**config.mk**
```make
export PLATFORM = sky130hd
export DESIGN_NAME = qbez_div
export DESIGN_NICKNAME = d
export VERILOG_FILES = /design/src/sv/qbez_div.sv
export SDC_FILE = /design/constraint.sdc
export NUM_CORES = 2
export LEC_CHECK = 0
export BUFFER_PORTS_ARGS = -buffer_cell sky130_fd_sc_hd__buf_2
export CAP_MARGIN = 15
export CORE_MARGIN = 2
export CORE_UTILIZATION = 35
export CTS_CLUSTER_SIZE = 14
export DETAILED_ROUTE_END_ITERATION = 6
export GPL_ROUTABILITY_DRIVEN = 0
export HOLD_SLACK_MARGIN = 0.06
export PLACE_DENSITY = 0.54
export SKIP_CTS_REPAIR_TIMING = 1
export SYNTH_ARGS = -nofsm -noshare
export SYNTH_HDL_FRONTEND = slang
export SYNTH_SLANG_ARGS = --single-unit
```
**constraint.sdc**
```tcl
create_clock -name clk -period 7.29 [get_ports clk]
set_input_delay 0.3645 -clock clk [delete_from_list [all_inputs] [get_ports clk]]
set_output_delay 0.3645 -clock clk [all_outputs]
set_load 0.005 [all_outputs]
```
**src/sv/qbez_div.sv**
```systemverilog
// ----------------------------------------------------------------------------
// qbez_div
// Pipelined restoring divider: floor of a signed numerator by a positive
// denominator, one quotient bit per stage. Carries a tag alongside.
// ----------------------------------------------------------------------------
module qbez_div #(
	parameter int NUM_BITS = 30,
	parameter int DEN_BITS = 13,
	parameter int Q_BITS   = 16,
	parameter int TAG_BITS = 1
) (
	input  logic                       clk,
	input  logic                       arst_n,
	input  logic                       en,
	input  logic                       in_valid,
	input  logic signed [NUM_BITS-1:0] num,
	input  logic [DEN_BITS-1:0]        den,
	input  logic [TAG_BITS-1:0]        tag_in,
	output logic                       out_valid,
	output logic signed [Q_BITS-1:0]   quot,
	output logic [TAG_BITS-1:0]        tag_out
);

	localparam int MAG_BITS = NUM_BITS;
	localparam int STAGES   = MAG_BITS;

	// per-stage registers: remainder, magnitude shifting out, sign, den, tag, valid
	logic [DEN_BITS:0]   rem_s   [STAGES+1];
	logic [MAG_BITS-1:0] mag_s   [STAGES+1];
	logic                neg_s   [STAGES+1];
	logic [DEN_BITS-1:0] den_s   [STAGES+1];
	logic [TAG_BITS-1:0] tag_s   [STAGES+1];
	logic                vld_s   [STAGES+1];

	// Negative numerators: floor(-m/d) = -((m + d - 1) / d); fold d-1 in.
	logic [MAG_BITS-1:0] mag_in;
	always_comb begin
		if (num < 0)
			mag_in = MAG_BITS'(-num) + MAG_BITS'(den) - MAG_BITS'(1);
		else
			mag_in = MAG_BITS'(num);
	end

	assign rem_s[0] = '0;
	assign mag_s[0] = mag_in;
	assign neg_s[0] = num[NUM_BITS-1];
	assign den_s[0] = den;
	assign tag_s[0] = tag_in;
	assign vld_s[0] = in_valid;

	// one quotient bit per stage, quotient bits shift into mag low end
	for (genvar i = 0; i < STAGES; i++) begin : g_stage
		logic [DEN_BITS:0]   trial;
		logic [DEN_BITS+1:0] diff;
		assign trial = {rem_s[i][DEN_BITS-1:0], mag_s[i][MAG_BITS-1]};
		assign diff  = {1'b0, trial} - {2'b00, den_s[i]};
		always_ff @(posedge clk or negedge arst_n) begin
			if (!arst_n) begin
				vld_s[i+1] <= 1'b0;
			end else if (en) begin
				vld_s[i+1] <= vld_s[i];
			end
		end
		always_ff @(posedge clk) begin
			if (en) begin
				if (!diff[DEN_BITS+1]) begin
					rem_s[i+1] <= diff[DEN_BITS:0];
					mag_s[i+1] <= {mag_s[i][MAG_BITS-2:0], 1'b1};
				end else begin
					rem_s[i+1] <= trial;
					mag_s[i+1] <= {mag_s[i][MAG_BITS-2:0], 1'b0};
				end
				neg_s[i+1] <= neg_s[i];
				den_s[i+1] <= den_s[i];
				tag_s[i+1] <= tag_s[i];
			end
		end
	end

	assign out_valid = vld_s[STAGES];
	assign tag_out   = tag_s[STAGES];
	assign quot      = neg_s[STAGES] ? Q_BITS'(-mag_s[STAGES]) : Q_BITS'(mag_s[STAGES]);

endmodule

```
### Word-level counts from Yosys, hierarchy flattened

Cells that the tools add are included.

| storage, ports and cells | value |
|---|---|
| flip-flop bits (word level) | 1,730 |
| input bits | 48 |
| logic and storage cells | 275 |

| cells by class | value |
|---|---|
| $add $sub $neg | 34 |
| magnitude comparators | 1 |
| multiplexer cells | 61 |

Operator list:

| kind | number |
|---|---|
| $sub 14x13->15 | 29 |
| $mux 13 | 28 |
| $mux 1 | 31 |
| $add 30x13->30 | 1 |
| $lt 30x1->1 const B | 1 |
| $mux 30 | 1 |
| $neg 30->30 | 1 |
| $sub 30x1->30 const B | 1 |
| $mux 16 | 1 |
| $neg 16->16 | 1 |
| $sub 1x13->14 | 1 |

### Logic depth before layout (Yosys ltp)

| depth | value |
|---|---|
| depth in word-level cells | 6 |
| mapped depth | 11 |
| depth with buffers taken out | 11 |

### Least setup slack after synthesis

Ideal clock, no wire load.

| timing | value |
|---|---|
| path kind | input -> register |
| from | input num[7] |
| to | register rem_s (netlist bit g_stage[1].trial[1]), data pin |
| arrival | 2,670 ps |
| data required time | 7,027 ps |
| setup slack | 4,357 ps |
| stages on the path | 11 |
| cell sequence | inv_1 -> ha_1 -> and3_1 -> o211a_1 -> nand2_1 -> a21o_1 -> or4b_1 -> ha_1 -> nor4_1 -> nand2_1 -> mux2i_1 |

| between the ends | value |
|---|---|
| word-level cells in the longest chain between the ends | 6 |

Ends and longest elaborated chain:

| item | line | source |
|---|---|---|
| start: declaration | 16 | `input logic signed [NUM_BITS-1:0] num,` |
| $neg 30->30 | 39 | `mag_in = MAG_BITS'(-num) + MAG_BITS'(den) - MAG_BITS'(1);` |
| $add 30x13->30 | 39 |  |
| $sub 30x1->30 | 39 |  |
| $mux 30 * | 38 | `if (num < 0)` |
| $sub 1x13->14 | 56 | `assign diff = {1'b0, trial} - {2'b00, den_s[i]};` |
| $mux 1 * | 66 | `if (!diff[DEN_BITS+1]) begin` |
| end signal: indexed assignment | 67 | `rem_s[i+1] <= diff[DEN_BITS:0];` |
| end signal: indexed assignment | 70 | `rem_s[i+1] <= trial;` |
| end: declaration | 28 | `logic [DEN_BITS:0] rem_s [STAGES+1];` |

Mark *: on every way between the ends. The rest lies on a longest branch, timed or not.
A chain may end at the register's enable or synchronous reset.

### Worst setup path after layout

| timing | value |
|---|---|
| from | register den_s[117] (netlist name) |
| to | register rem_s (netlist bit g_stage[22].trial[4]), data pin |

| between the ends | value |
|---|---|
| word-level cells in the longest chain between the ends | 2 |

Ends and longest elaborated chain:

| item | line | source |
|---|---|---|
| start: declaration | 31 | `logic [DEN_BITS-1:0] den_s [STAGES+1];` |
| start signal: indexed assignment | 74 | `den_s[i+1] <= den_s[i];` |
| $sub 14x13->15 | 56 |  |
| $mux 13 | 66 |  |

Every way passes these cells.

==> out/metrics.csv <==
metric,value,unit
outcome,finished clean,
XOR/XNOR Fraction of Synth Area,3.34,%
sequential cell area fraction in the yosys report,64.6,%
Initial Utilization,35.3,%
die width,437,um
post-synthesis adder-cell area fraction,8.39,%
Pre-antenna DRT Iters,5,
Sink Count,1415,
Die Y,437,um
final setup fails,0,
VDD IR max,0.227,mV
fmax,306,MHz
leakage,28.6,nW
vias in the first global route,36100,
measured slew at the worst slew-check pin,1.03,ns
Routed Antenna Nets,0,
Synth Register Bits,1415,
hold slack,0.0802,ns
PD cells,398,mW/mm2
CP Buf/Inv Count,1,
Placement Cell Area,0.0692,mm2
"commonest non-fill, non-tap cells in the layout","1385 x edfxtp_1, 488 x inv_1, 393 x ha_1",
Non-Filler Instances,7609,
Crit. End Element,flop,
Worst Skew,0.0270,ns
IO Count,66,
Post-route DRC,0,
Worst Path Max Fanout,13,
die area,0.191,mm2
DP Worst Slack,3.83,ns
Max-Cap Viols,0,
H-tree depth,4,
Vias/cell,4.79,
share of cells above drive strength 1,11.1,%
placed insts,7281,
largest family of logic cells by synthesized area,compound AO/OA/AOI/OAI gates,
Syn Std Cell Area,0.0656,mm2
IO Port Bufs,65,
Final Cell Area,0.0747,mm2
GRT Util Overall,11.7,%
Hold Fails Final Rpt,0,
most frequent CP cell,o2111ai_1,
post-route clock period utilization,44.8,%
DR WL/cell,14.7,um
first-pass GRT wire length,185000,um
GRT Residual Overflow,0,
Rows,158,
syn avg cell area,13.8,um2
Period minus WS final,3.27,ns
Num CTS Buffers,156,
vias,36478,
DP Wirelength,76700,um
Core Region,0.186,mm2
WS Path Type,reg -> reg,
Worst EP arrival,3.81,ns
headroom to the max-slew limit,31.6,%
NumNets Final,5476,
CTS tree,done,
Async SR Flop Fraction,2.12,%
final core utilization,40.2,%
Synth Flop Type,edfxtp_1,
routed wire length,112000,um
Tot Pwr,29.8,mW
Hold Crit Class,in -> reg,
number of library cell types mapped by synthesis,64,
slowest cell delay on critical path,0.44,ns
root buf cell,clkbuf_16,
final setup margin,4.02,ns
final setup TNS,0,ns
crit path cell chain,ha_1 > fa_1 > nor2b_1 > o2111ai_1 > a31oi_1 > o2111ai_1 > a21oi_1 > buf_4 > mux2_2,
"Req. time, crit path",7.83,ns
Gate Count Post-Synth,4750,
largest net degree at the start of global routing,179,
post-synthesis compound-gate area fraction,9.97,%
initial DRC count,2169,
RSZ-0062 raised after global routing,false,
mux cell area share after synthesis,4.28,%
"EDFF count, synth",1385,
Clock Pin Slew Worst Setup and Hold Paths,0.06,ns
synth warn,0,
"leading cell type in the layout, fill and taps excluded",edfxtp_1,
"delay-heaviest family, CP",compound AO/OA/AOI/OAI gates,
initial antenna violation count,0,
Worst Setup Start Kind,flop,
Longest Clk Path Bufs,3,
Final Max Slew Viols,0,
clk_lat worst skew,0.78,ns
slowest CP cell,a31oi_1,
post-synthesis simple-gate area fraction,6.24,%
synthesis-to-finish area growth,13.9,%
[registers in the layout, summed over array words and instances (netlist names)]
signal / cells
neg_s: 30
tag_s: 29
vld_s: 29
mag_s: 542
out_valid: 1
g_stage.trial: 406
tag_out: 1
den_s: 377
[cell usage after synthesis, types with 15 or more instances]
master	n	area share [%]
nor4_1	30	0.29
xnor2_1	153	2.0
inv_1	488	2.8
dfrtp_1	30	1.1
a21oi_1	285	2.2
nor2b_1	68	0.65
o21ai_0	227	1.7
a211oi_1	56	0.64
mux2i_1	48	0.73
nor2_1	319	1.8
buf_4	16	0.18
clkbuf_1	35	0.20
mux2_2	197	3.4
ha_1	393	7.5
o31a_1	45	0.60
o21ai_1	15	0.11
nor3_1	84	0.64
a2111o_1	16	0.27
nand4_1	16	0.15
a21o_1	86	0.98
o32ai_1	22	0.29
nand2b_1	45	0.43
and3_1	15	0.14
xor2_1	97	1.3
or3_1	43	0.41
o2111ai_1	22	0.29
edfxtp_1	1385	63
o21a_1	78	0.89
o311ai_0	18	0.24
fa_1	29	0.89
a31o_2	24	0.32
nand2_1	199	1.1
nand3_1	21	0.16
[kinds of logic (layout without fill, tap and decap cells)]
kind of cell	count (synthesis)	count (layout)
and+or+nand+nor	871	871
buffers and inverters	542	916
DFF	1415	1415
other	1	6
adders and majority gates	422	422
xor gates and xnor gates	250	250
AOI/OAI and AO/OA	997	997
muxes	252	252
[worst paths after layout]
check,end,from,depth (start not counted),slack (ns)
max,g_stage[22].trial[4],den_s[117],9,4.02
min,mag_s[874],en,1,0.08
max reg2reg,g_stage[22].trial[4],den_s[117],9,4.02
min reg2reg,mag_s[733],mag_s[762],0,0.41
max in group asynchronous,vld_s[13],arst_n,2,6.72
min in group asynchronous,out_valid,arst_n,2,0.14
[worst register-to-register path, cell delays in order, from the launching register on]
cell and delay (ns):
edfxtp_1 0.42, ha_1 0.26, fa_1 0.43, nor2b_1 0.21
o2111ai_1 0.20, a31oi_1 0.45, o2111ai_1 0.24, a21oi_1 0.19
buf_4 0.25, mux2_2 0.37
[metal layers]
layer  global-route usage [%]  vias to the layer above  part of all wire [%]
li1                         -                    18309                     -
met1                     15.5                    17499                    47
met2                     19.2                      482                    47
met3                     2.16                      188                   3.3
met4                     4.17                        0                   2.6
met5                        0                        -                     0
[power breakdown]
group          internal [mW]  switching, mW
combinational           4.83           5.22
clock                   4.48           3.20
sequential              11.2          0.808
[area by class of cell]
type / instances / area (um2)
fillers: 17324 / 111000
flip-flops and latches: 1415 / 42300
multi-input cells: 2797 / 21200
clock buffers: 184 / 4040
well taps: 2480 / 3100
inverters: 488 / 1830
repair buffers: 148 / 1170
clock inverters: 96 / 995
diodes: 1 / 2.50
(Power assumes the default switching activity.)
